[config.mk]
export PLATFORM = sky130hd
export DESIGN_NAME = two_axis_point_move_controller
export DESIGN_NICKNAME = d
export VERILOG_FILES = /design/src/sv/tapmc_pkg.sv /design/src/sv/two_axis_point_move_controller.sv
export SDC_FILE = /design/constraint.sdc
export NUM_CORES = 2
export LEC_CHECK = 0
export ABC_AREA = 1
export BUFFER_PORTS_ARGS = -buffer_cell sky130_fd_sc_hd__buf_2
export CAP_MARGIN = 10
export CELL_PAD_IN_SITES_DETAIL_PLACEMENT = 1
export CELL_PAD_IN_SITES_GLOBAL_PLACEMENT = 2
export CORE_MARGIN = 3
export CORE_UTILIZATION = 32
export DETAILED_ROUTE_END_ITERATION = 8
export PLACE_DENSITY_LB_ADDON = 0.1
export SKIP_LAST_GASP = 1
export SYNTH_ARGS = -nofsm -noshare
export SYNTH_HDL_FRONTEND = slang
export SYNTH_SLANG_ARGS = --single-unit
[constraint.sdc]
create_clock -name clock -period 19.1 [get_ports clock]
set_clock_uncertainty 0.05 [all_clocks]
set_input_delay 1.91 -clock clock [delete_from_list [all_inputs] [get_ports clock]]
set_output_delay 1.91 -clock clock [all_outputs]
set_load 0.03 [all_outputs]
[src/sv/tapmc_pkg.sv]
// shared types and constants of the two-axis point move controller
`timescale 1ns / 1ps

package tapmc_pkg;

   // fixed field widths
   localparam int FIELD_W      = 24;
   localparam int SPEED_W      = 7;
   localparam int TOL_W        = 23;
   localparam int MPC_W        = 16;
   localparam int DRIVE_W      = 8;
   localparam int PROD_W       = FIELD_W + MPC_W;
   localparam int CSR_INDEX_W  = 2;
   localparam int CSR_DATA_W   = 23;

   // configuration register indexes
   localparam logic [CSR_INDEX_W-1:0] CSR_SPEED        = 2'd0;
   localparam logic [CSR_INDEX_W-1:0] CSR_TOLERANCE    = 2'd1;
   localparam logic [CSR_INDEX_W-1:0] CSR_MM_PER_COUNT = 2'd2;

   // register reset values
   localparam logic [SPEED_W-1:0] SPEED_RESET     = 7'd50;
   localparam logic [TOL_W-1:0]   TOLERANCE_RESET = 23'd256;
   localparam logic [MPC_W-1:0]   MPC_RESET       = 16'd256;

   // transaction kinds
   localparam logic KIND_START  = 1'b0;
   localparam logic KIND_SAMPLE = 1'b1;

   // drive clamp magnitude
   localparam logic [DRIVE_W-1:0] DRIVE_LIMIT = 8'd100;

   typedef struct packed {
      logic                      kind;
      logic signed [FIELD_W-1:0] target_x;
      logic signed [FIELD_W-1:0] target_y;
      logic signed [FIELD_W-1:0] count_x;
      logic signed [FIELD_W-1:0] count_y;
   } req_type;

   typedef struct packed {
      logic signed [DRIVE_W-1:0] drive_x;
      logic signed [DRIVE_W-1:0] drive_y;
      logic                      done_res;
   } rsp_type;

endpackage

[src/sv/two_axis_point_move_controller.sv]
// top level of the two-axis point move controller
`timescale 1ns / 1ps

// Two-axis point-to-point move controller. A start transaction (kind 0) latches
// a new X/Y goal, converts the encoder counts to mm Q8 (count * mm_per_count),
// forms the per-axis deltas and the distance isqrt(dx^2 + dy^2), and gives each
// axis whose |delta| exceeds tolerance_mm the drive speed*|delta|/distance,
// truncated, signed like the delta and clamped to +/-100; other axes keep their
// drive. A sample transaction (kind 1) zeroes the drive of each axis strictly
// within tolerance. Every transaction returns one result with both drives and
// done (both axes strictly within tolerance). Goals and positions saturate to
// the signed POSITION_BITS range. The datapath is bit serial: the count scaling
// walks mm_per_count one bit a cycle, the squares walk the scaled deltas one
// bit a cycle, the root gives one result bit a cycle and the division one
// quotient bit a cycle. One transaction is in work at a time: req_ready stays
// low from the accept until the result goes to the output register. The result
// sits in an output register, so the next transaction is taken while a result
// still waits for rsp_ready. Configuration writes take effect at once and are
// meant for idle periods.
module two_axis_point_move_controller #(
   parameter int POSITION_BITS = 24
) (
   input  logic                                clock,
   input  logic                                reset,
   input  logic                                req_valid,
   output logic                                req_ready,
   input  tapmc_pkg::req_type                  req_payload,
   output logic                                rsp_valid,
   input  logic                                rsp_ready,
   output tapmc_pkg::rsp_type                  rsp_payload,
   input  logic                                csr_write_en,
   input  logic [tapmc_pkg::CSR_INDEX_W-1:0]   csr_index,
   input  logic [tapmc_pkg::CSR_DATA_W-1:0]    csr_wdata
);
   import tapmc_pkg::*;

   localparam int P      = POSITION_BITS;
   localparam int SQ_W   = 2 * P;            // one square
   localparam int SUM_W  = 2 * P + 1;        // sum of two squares
   localparam int DIV_W  = P + SPEED_W;      // speed * scaled delta
   localparam int CNT_W  = $clog2(P + 1);
   localparam int CMP_W  = (P > TOL_W) ? P : TOL_W;

   localparam logic signed [PROD_W-1:0] POS_HI =
      PROD_W'((longint'(1) <<< (P - 1)) - longint'(1));
   localparam logic signed [PROD_W-1:0] POS_LO = -POS_HI - PROD_W'(1);

   // cap for the scaled deltas: 2^31
   localparam logic [32:0] DELTA_CAP = 33'h0_8000_0000;

   // sequencer codes
   localparam logic [3:0] S_IDLE   = 4'd0;
   localparam logic [3:0] S_MULT   = 4'd1;
   localparam logic [3:0] S_DELTA  = 4'd2;
   localparam logic [3:0] S_SQUARE = 4'd3;
   localparam logic [3:0] S_SUMSQ  = 4'd4;
   localparam logic [3:0] S_ROOT   = 4'd5;
   localparam logic [3:0] S_PREP   = 4'd6;
   localparam logic [3:0] S_DIVIDE = 4'd7;
   localparam logic [3:0] S_RESULT = 4'd8;

   // saturate a scaled position or target to the position range
   function automatic logic signed [P-1:0] sat_pos(input logic signed [PROD_W-1:0] v);
      logic signed [P-1:0] r;
      if (v > POS_HI) begin
         r = POS_HI[P-1:0];
      end else if (v < POS_LO) begin
         r = POS_LO[P-1:0];
      end else begin
         r = v[P-1:0];
      end
      return r;
   endfunction

   // clamp the quotient, apply the delta's sign; zero when the distance is zero
   function automatic logic [DRIVE_W-1:0] drive_of(input logic [SPEED_W-1:0] q,
                                                   input logic neg, input logic dz);
      logic [DRIVE_W-1:0] qc;
      logic [DRIVE_W-1:0] r;
      qc = DRIVE_W'(q);
      if (qc > DRIVE_LIMIT) begin
         qc = DRIVE_LIMIT;
      end
      if (dz) begin
         r = '0;
      end else if (neg) begin
         r = -qc;
      end else begin
         r = qc;
      end
      return r;
   endfunction

   // control state
   logic [3:0]             state_ff, state_in;
   logic [CNT_W-1:0]       cnt_ff, cnt_in;
   logic                   rsp_valid_ff, rsp_valid_in;

   // configuration
   logic [SPEED_W-1:0]     speed_ff, speed_in;
   logic [TOL_W-1:0]       tol_ff, tol_in;
   logic [MPC_W-1:0]       mpc_ff, mpc_in;

   // architectural state
   logic signed [P-1:0]    goal_x_ff, goal_x_in;
   logic signed [P-1:0]    goal_y_ff, goal_y_in;
   logic [DRIVE_W-1:0]     power_x_ff, power_x_in;
   logic [DRIVE_W-1:0]     power_y_ff, power_y_in;

   // datapath
   logic                   kind_ff, kind_in;
   rsp_type                rsp_ff, rsp_in;
   logic [MPC_W-1:0]       msr_ff, msr_in;
   logic [PROD_W-1:0]      mcx_ff, mcx_in, mcy_ff, mcy_in;
   logic [PROD_W-1:0]      accx_ff, accx_in, accy_ff, accy_in;
   logic                   neg_x_ff, neg_x_in, neg_y_ff, neg_y_in;
   logic                   gt_x_ff, gt_x_in, gt_y_ff, gt_y_in;
   logic                   lt_x_ff, lt_x_in, lt_y_ff, lt_y_in;
   logic [P-1:0]           sx_ff, sx_in, sy_ff, sy_in;
   logic [P-1:0]           qsx_ff, qsx_in, qsy_ff, qsy_in;
   logic [SQ_W-1:0]        qmx_ff, qmx_in, qmy_ff, qmy_in;
   logic [SQ_W-1:0]        qax_ff, qax_in, qay_ff, qay_in;
   logic [SUM_W-1:0]       rn_ff, rn_in, rres_ff, rres_in, rbit_ff, rbit_in;
   logic [DIV_W-1:0]       dv_ff, dv_in, remx_ff, remx_in, remy_ff, remy_in;
   logic                   dz_ff, dz_in;
   logic [SPEED_W-1:0]     qx_ff, qx_in, qy_ff, qy_in;

   // combinational helpers
   logic                   accept;
   logic                   out_free;
   logic                   rsp_load;
   logic signed [P-1:0]    px, py;
   logic [P:0]             dx, dy, ndx, ndy;
   logic [P-1:0]           ax, ay;
   logic [32:0]            ax_w, ay_w;
   logic                   big;
   logic [SUM_W-1:0]       rtrial;
   logic [P:0]             root_len;
   logic [DRIVE_W-1:0]     drv_x, drv_y;

   assign req_ready   = (state_ff == S_IDLE);
   assign accept      = req_valid && req_ready;
   assign out_free    = !rsp_valid_ff || rsp_ready;
   assign rsp_load    = (state_ff == S_RESULT) && out_free;
   assign rsp_valid   = rsp_valid_ff;
   assign rsp_payload = rsp_ff;

   // position, delta and magnitude from the serial products
   always_comb begin
      px       = sat_pos(signed'(accx_ff));
      py       = sat_pos(signed'(accy_ff));
      dx       = {goal_x_ff[P-1], goal_x_ff} - {px[P-1], px};
      dy       = {goal_y_ff[P-1], goal_y_ff} - {py[P-1], py};
      ndx      = -dx;
      ndy      = -dy;
      ax       = dx[P] ? ndx[P-1:0] : dx[P-1:0];
      ay       = dy[P] ? ndy[P-1:0] : dy[P-1:0];
      ax_w     = 33'(ax);
      ay_w     = 33'(ay);
      big      = (ax_w > DELTA_CAP) || (ay_w > DELTA_CAP);
      rtrial   = rres_ff + rbit_ff;
      root_len = rres_ff[P:0];
      drv_x    = drive_of(qx_ff, neg_x_ff, dz_ff);
      drv_y    = drive_of(qy_ff, neg_y_ff, dz_ff);
   end

   always_comb begin
      state_in     = state_ff;
      cnt_in       = cnt_ff;
      rsp_valid_in = rsp_valid_ff;
      speed_in     = speed_ff;
      tol_in       = tol_ff;
      mpc_in       = mpc_ff;
      goal_x_in    = goal_x_ff;
      goal_y_in    = goal_y_ff;
      power_x_in   = power_x_ff;
      power_y_in   = power_y_ff;
      kind_in      = kind_ff;
      rsp_in       = rsp_ff;
      msr_in       = msr_ff;
      mcx_in       = mcx_ff;
      mcy_in       = mcy_ff;
      accx_in      = accx_ff;
      accy_in      = accy_ff;
      neg_x_in     = neg_x_ff;
      neg_y_in     = neg_y_ff;
      gt_x_in      = gt_x_ff;
      gt_y_in      = gt_y_ff;
      lt_x_in      = lt_x_ff;
      lt_y_in      = lt_y_ff;
      sx_in        = sx_ff;
      sy_in        = sy_ff;
      qsx_in       = qsx_ff;
      qsy_in       = qsy_ff;
      qmx_in       = qmx_ff;
      qmy_in       = qmy_ff;
      qax_in       = qax_ff;
      qay_in       = qay_ff;
      rn_in        = rn_ff;
      rres_in      = rres_ff;
      rbit_in      = rbit_ff;
      dv_in        = dv_ff;
      remx_in      = remx_ff;
      remy_in      = remy_ff;
      dz_in        = dz_ff;
      qx_in        = qx_ff;
      qy_in        = qy_ff;

      // register writes
      if (csr_write_en) begin
         case (csr_index)
            CSR_SPEED:        speed_in = csr_wdata[SPEED_W-1:0];
            CSR_TOLERANCE:    tol_in   = csr_wdata[TOL_W-1:0];
            CSR_MM_PER_COUNT: mpc_in   = csr_wdata[MPC_W-1:0];
            default:          ;
         endcase
      end

      if (rsp_valid_ff && rsp_ready) begin
         rsp_valid_in = 1'b0;
      end

      case (state_ff)
         S_IDLE: begin
            if (accept) begin
               kind_in = req_payload.kind;
               msr_in  = mpc_ff;
               mcx_in  = PROD_W'($signed(req_payload.count_x));
               mcy_in  = PROD_W'($signed(req_payload.count_y));
               accx_in = '0;
               accy_in = '0;
               cnt_in  = CNT_W'(MPC_W - 1);
               if (req_payload.kind == KIND_START) begin
                  goal_x_in = sat_pos(PROD_W'($signed(req_payload.target_x)));
                  goal_y_in = sat_pos(PROD_W'($signed(req_payload.target_y)));
               end
               state_in = S_MULT;
            end
         end
         // count * mm_per_count, one multiplier bit a cycle
         S_MULT: begin
            if (msr_ff[0]) begin
               accx_in = accx_ff + mcx_ff;
               accy_in = accy_ff + mcy_ff;
            end
            mcx_in = mcx_ff << 1;
            mcy_in = mcy_ff << 1;
            msr_in = msr_ff >> 1;
            cnt_in = cnt_ff - CNT_W'(1);
            if (cnt_ff == '0) begin
               state_in = S_DELTA;
            end
         end
         S_DELTA: begin
            neg_x_in = dx[P];
            neg_y_in = dy[P];
            gt_x_in  = CMP_W'(ax) > CMP_W'(tol_ff);
            gt_y_in  = CMP_W'(ay) > CMP_W'(tol_ff);
            lt_x_in  = CMP_W'(ax) < CMP_W'(tol_ff);
            lt_y_in  = CMP_W'(ay) < CMP_W'(tol_ff);
            sx_in    = big ? (ax >> 1) : ax;
            sy_in    = big ? (ay >> 1) : ay;
            qsx_in   = sx_in;
            qsy_in   = sy_in;
            qmx_in   = SQ_W'(sx_in);
            qmy_in   = SQ_W'(sy_in);
            qax_in   = '0;
            qay_in   = '0;
            cnt_in   = CNT_W'(P - 1);
            state_in = (kind_ff == KIND_SAMPLE) ? S_RESULT : S_SQUARE;
         end
         // squares, one bit of the scaled delta a cycle
         S_SQUARE: begin
            if (qsx_ff[0]) begin
               qax_in = qax_ff + qmx_ff;
            end
            if (qsy_ff[0]) begin
               qay_in = qay_ff + qmy_ff;
            end
            qmx_in = qmx_ff << 1;
            qmy_in = qmy_ff << 1;
            qsx_in = qsx_ff >> 1;
            qsy_in = qsy_ff >> 1;
            cnt_in = cnt_ff - CNT_W'(1);
            if (cnt_ff == '0) begin
               state_in = S_SUMSQ;
            end
         end
         S_SUMSQ: begin
            rn_in    = SUM_W'(qax_ff) + SUM_W'(qay_ff);
            rres_in  = '0;
            rbit_in  = {1'b1, {(SUM_W - 1){1'b0}}};
            cnt_in   = CNT_W'(P);
            state_in = S_ROOT;
         end
         // integer square root, one result bit a cycle
         S_ROOT: begin
            if (rn_ff >= rtrial) begin
               rn_in   = rn_ff - rtrial;
               rres_in = (rres_ff >> 1) + rbit_ff;
            end else begin
               rres_in = rres_ff >> 1;
            end
            rbit_in = rbit_ff >> 2;
            cnt_in  = cnt_ff - CNT_W'(1);
            if (cnt_ff == '0) begin
               state_in = S_PREP;
            end
         end
         S_PREP: begin
            dv_in    = {root_len, {(SPEED_W - 1){1'b0}}};
            remx_in  = DIV_W'(speed_ff) * DIV_W'(sx_ff);
            remy_in  = DIV_W'(speed_ff) * DIV_W'(sy_ff);
            dz_in    = (root_len == '0);
            qx_in    = '0;
            qy_in    = '0;
            cnt_in   = CNT_W'(SPEED_W - 1);
            state_in = S_DIVIDE;
         end
         // restoring division, one quotient bit a cycle, both axes share the divisor
         S_DIVIDE: begin
            if (remx_ff >= dv_ff) begin
               remx_in = remx_ff - dv_ff;
               qx_in   = {qx_ff[SPEED_W-2:0], 1'b1};
            end else begin
               qx_in   = {qx_ff[SPEED_W-2:0], 1'b0};
            end
            if (remy_ff >= dv_ff) begin
               remy_in = remy_ff - dv_ff;
               qy_in   = {qy_ff[SPEED_W-2:0], 1'b1};
            end else begin
               qy_in   = {qy_ff[SPEED_W-2:0], 1'b0};
            end
            dv_in  = dv_ff >> 1;
            cnt_in = cnt_ff - CNT_W'(1);
            if (cnt_ff == '0) begin
               state_in = S_RESULT;
            end
         end
         // update the drives and hand the result to the output register
         S_RESULT: begin
            if (out_free) begin
               if (kind_ff == KIND_START) begin
                  if (gt_x_ff) begin
                     power_x_in = drv_x;
                  end
                  if (gt_y_ff) begin
                     power_y_in = drv_y;
                  end
               end else begin
                  if (lt_x_ff) begin
                     power_x_in = '0;
                  end
                  if (lt_y_ff) begin
                     power_y_in = '0;
                  end
               end
               rsp_in.drive_x  = power_x_in;
               rsp_in.drive_y  = power_y_in;
               rsp_in.done_res = lt_x_ff && lt_y_ff;
               rsp_valid_in    = 1'b1;
               state_in        = S_IDLE;
            end
         end
         default: begin
            state_in = S_IDLE;
         end
      endcase
   end

   // control state and configuration
   always_ff @(posedge clock) begin
      if (reset) begin
         state_ff     <= S_IDLE;
         cnt_ff       <= '0;
         rsp_valid_ff <= 1'b0;
         speed_ff     <= SPEED_RESET;
         tol_ff       <= TOLERANCE_RESET;
         mpc_ff       <= MPC_RESET;
         goal_x_ff    <= '0;
         goal_y_ff    <= '0;
         power_x_ff   <= '0;
         power_y_ff   <= '0;
      end else begin
         state_ff     <= state_in;
         cnt_ff       <= cnt_in;
         rsp_valid_ff <= rsp_valid_in;
         speed_ff     <= speed_in;
         tol_ff       <= tol_in;
         mpc_ff       <= mpc_in;
         goal_x_ff    <= goal_x_in;
         goal_y_ff    <= goal_y_in;
         power_x_ff   <= power_x_in;
         power_y_ff   <= power_y_in;
      end
   end

   // datapath registers
   always_ff @(posedge clock) begin
      kind_ff  <= kind_in;
      rsp_ff   <= rsp_in;
      msr_ff   <= msr_in;
      mcx_ff   <= mcx_in;
      mcy_ff   <= mcy_in;
      accx_ff  <= accx_in;
      accy_ff  <= accy_in;
      neg_x_ff <= neg_x_in;
      neg_y_ff <= neg_y_in;
      gt_x_ff  <= gt_x_in;
      gt_y_ff  <= gt_y_in;
      lt_x_ff  <= lt_x_in;
      lt_y_ff  <= lt_y_in;
      sx_ff    <= sx_in;
      sy_ff    <= sy_in;
      qsx_ff   <= qsx_in;
      qsy_ff   <= qsy_in;
      qmx_ff   <= qmx_in;
      qmy_ff   <= qmy_in;
      qax_ff   <= qax_in;
      qay_ff   <= qay_in;
      rn_ff    <= rn_in;
      rres_ff  <= rres_in;
      rbit_ff  <= rbit_in;
      dv_ff    <= dv_in;
      remx_ff  <= remx_in;
      remy_ff  <= remy_in;
      dz_ff    <= dz_in;
      qx_ff    <= qx_in;
      qy_ff    <= qy_in;
   end

   // one transaction in work at a time
   a_single_in_flight: assert property (@(posedge clock) disable iff (reset)
      accept |=> !req_ready)
      else $error("transaction taken while another is in work");

   // a delivered drive never leaves the clamp range
   a_drive_range: assert property (@(posedge clock) disable iff (reset)
      rsp_valid |-> ($signed(rsp_payload.drive_x) <= $signed(DRIVE_LIMIT)) &&
                    ($signed(rsp_payload.drive_x) >= -$signed(DRIVE_LIMIT)) &&
                    ($signed(rsp_payload.drive_y) <= $signed(DRIVE_LIMIT)) &&
                    ($signed(rsp_payload.drive_y) >= -$signed(DRIVE_LIMIT)))
      else $error("drive outside clamp range");

   // a sample that reports done has stopped both axes
   a_done_stops: assert property (@(posedge clock) disable iff (reset)
      (rsp_load && (kind_ff == KIND_SAMPLE) && lt_x_ff && lt_y_ff) |=>
         (rsp_payload.drive_x == '0) && (rsp_payload.drive_y == '0) && rsp_payload.done_res)
      else $error("done sample left an axis driven");

endmodule
==> impl_metrics.csv <==
group,metric,value,unit
final_layout,fin_area,78800,um^2
synth,synthFlopType,"edfxtp_1",
placed_design,place_area,74800,um^2
min_path,holdCritPathClass,"flip-flop to flip-flop",
setup_path,path_delay_family,"compound AO/OA/AOI/OAI gates",
route,ant_nets,0,
synth,synthArstFlopShare,0,%
sta,hold_ws,0.409,ns
setup_path,path_max_fanout,41,
synth,synth_top_area_share,30.6,%
synth,synthTopCellsByArea,"edfxtp_1, nand2_1, ha_1",
floorplanning,boundaryPins,146,
synth,synth_cell_types,66,
final_layout,final-seq-area,24000,um^2
route,drt_iter0_drc,3456,
final_layout,fin_util,36.1,%
final_layout,layout_common_cells,"nand2_1, inv_1, a21oi_1",
synth,syn-instance-count,9322,
route,wirelength,274000,um
setup_path,worstPathCellList,"ha_1 > nand3_1 > nand2_1 > a21oi_1 > o21ai_0 > a21oi_1 > inv_1 > a21oi_1 > o21ai_0 > a21o_1 > a31oi_1 > xor2_1 > ha_1 > nand2_1 > nor2_1 > inv_1 > nor4_1 > a21oi_1 > nand3_2 > buf_4 > inv_2 > or2_0 > o21ai_0 > a21oi_1",
sta,worst_pin_slew,1.25,ns
global_routing,grt.total_usage,23.9,%
floorplanning,initial_core_util,32.4,%
clock_tree,cts.sinks,839,
sta,rsz0062_at_grt,"no",
sta,fin_setup_tns,0,ns
synth,synth_edf_count,719,
synth,yosysWarnings,0,
placed_design,port-buffer-count,145,
final_layout,multi_input_area,40800,um^2
global_routing,overflow,0,
sta,relSlewSlack,16.0,%
setup_path,path_buf_inv,4,
placed_design,dp.final_hpwl,221000,um
clock_tree,ctsHoldBuffers,0,
clock_tree,cts_buffer_depth,3,
clock_tree,htreeDepth,3,
floorplanning,fp.dieH,476,um
sta,maxSlewViolCount,0,
floorplanning,rows,171,
sta,period_needed,6.79,ns
route,firstDrtPassIters,5,
setup_path,crit_required,19.57,ns
clock_tree,cts_buffers,109,
synth,syn_area_per_cell,7.58,um^2
clock_tree,post_cts_buffers,0,
floorplanning,dieArea,226000,um^2
global_routing,grt_pass1_wl,416000,um
setup_path,cp-end-kind,"flip-flop",
route,drc,0,
clock_tree,clkTransAtPathRegs,0.06,ns
clock_tree,root_buffer,"clkbuf_16",
clock_tree,cts_tree,"done",
route,vias_per_cell,5.18,
global_routing,grt_pass1_vias,67100,
synth,synth_area,70600,um^2
setup_path,start_kind,"flip-flop",
clock_tree,clk_latency,0.79,ns
final_layout,drive_gt1_share,5.31,%
synth,synth-seq-cells,839,
outcome,status,"complete, no violations",
final_layout,n_fill_cell,26700,
global_routing,grt_antenna_before_repair,11,
sta,clock.fmax,147,MHz
final_layout,syn2layout_area_growth,11.5,%
floorplanning,die_w,476,um
clock_tree,cts_resized,0,
final_layout,final_common_cell,"nand2_1",
synth,syn_nets,10300,
floorplanning,core_area,218000,um^2
job,drv_cap,0,
route,wire_per_inst,22.1,um
setup_path,critPathMaxStageDelay,0.56,ns
final_layout,nets,10400,
setup_path,cpMostUsedCell,"a21oi_1",
global_routing,grt_max_degree,146,
synth,yosysTopAreaCell,"edfxtp_1",
setup_path,critPathKind,"flip-flop to flip-flop",
setup_path,critPathArrivalTime,7.26,ns
sta,post-route-period-util,35.5,%
sta,setup_viol,0,
placed_design,gp_congestion,0.910,
sta,hold_viol_final,0,
setup_path,crit_slowest_cell,"nand3_2",
synth,yosysSeqAreaShare,34.0,%
route,via_count,64200,
## flip-flops by register name (all words and copies together) (netlist names), 25 cells and up
name	count
dv_ff	31
remy_ff	31
qmx_ff	48
rres_ff	49
qay_ff	48
mcx_ff	40
mcy_ff	40
rn_ff	49
accx_ff	40
qmy_ff	48
remx_ff	31
rbit_ff	25
accy_ff	40
qax_ff	48
## cell families after synthesis
kind of cell / Yosys count / share of synthesized area, %
AOI/OAI and AO/OA: 2265 / 17.5
xor gates and xnor gates: 186 / 2.38
adders and majority gates: 807 / 16.7
buffers and inverters: 1595 / 8.50
DFF: 839 / 34.0
muxes: 2 / 0.0319
and+or+nand+nor: 3628 / 20.9
## through the flow
step	cells	setup slack, ns
after floorplan	9322	9.64
after global placement	12200	12.24
after detailed placement	12200	12.28
after CTS	12400	12.24
after global routing	12400	11.70
final	12400	12.31
## worst reg2reg max path: cells and delay by family, from the launching register on
family | cells | cell delay [ns]
simple gates | 7 | 1.91
buf+inv | 4 | 1.03
compound gates | 10 | 2.16
xor+xnor | 1 | 0.13
fa+ha+maj | 2 | 0.78
flops | 1 | 0.48
## per-layer routing
metal  vias up  GRT usage [%]  share of wire [%]  routed length (um)
met1     31600           32.1                 47              128000
li1      31500              -                  -                   -
met5         -              0                  0                   0
met4         0           7.46                3.5                9490
met2       847           40.8                 47              129000
met3       267           2.01                2.7                7280
## final timing paths
path / endpoint / cells past startpoint / startpoint / slack [ns]
hold / removal: speed_ff[4] / 2 / speed_ff[4] / 0.41
setup reg to reg: rres_ff[41] / 24 / rres_ff[2] / 12.31
hold reg to reg: speed_ff[4] / 2 / speed_ff[4] / 0.41
setup / recovery: rres_ff[41] / 24 / rres_ff[2] / 12.31
## area by class of cell
class,instances,area share (%)
diodes,6,0.0191
clock buffers,137,3.66
repair buffers,200,1.46
multi-input cells,6888,51.8
clock inverters,69,1.33
inverters,1407,6.72
well taps,2854,4.53
flip-flops and latches,839,30.5
## synth_stat cells, drive strengths merged, types with 2 or more instances
| master | number |
|---|---|
| a221oi | 6 |
| o31ai | 11 |
| and3 | 10 |
| or2 | 27 |
| mux2 | 2 |
| a21oi | 997 |
| o211ai | 31 |
| a31oi | 123 |
| a32o | 2 |
| nand3 | 234 |
| nand4 | 74 |
| dfxtp | 120 |
| a31o | 6 |
| xnor2 | 72 |
| buf | 23 |
| nand3b | 20 |
| a22oi | 11 |
| nor2 | 974 |
| o22ai | 5 |
| nor4 | 53 |
| fa | 228 |
| o21bai | 30 |
| nor3 | 90 |
| o221a | 6 |
| nand2 | 2129 |
| o21ai | 832 |
| nor4b | 3 |
| and2 | 13 |
| o221ai | 16 |
| edfxtp | 719 |
| inv | 1406 |
| a311oi | 5 |
| o21a | 91 |
| a21o | 33 |
| o311ai | 7 |
| clkbuf | 165 |
| a211oi | 14 |
| xor2 | 114 |
| a21boi | 26 |
| ha | 579 |
| o2111ai | 8 |
Power is not shown: default switching activity piles up to over one toggle a cycle in this logic, so the estimate is an artifact.
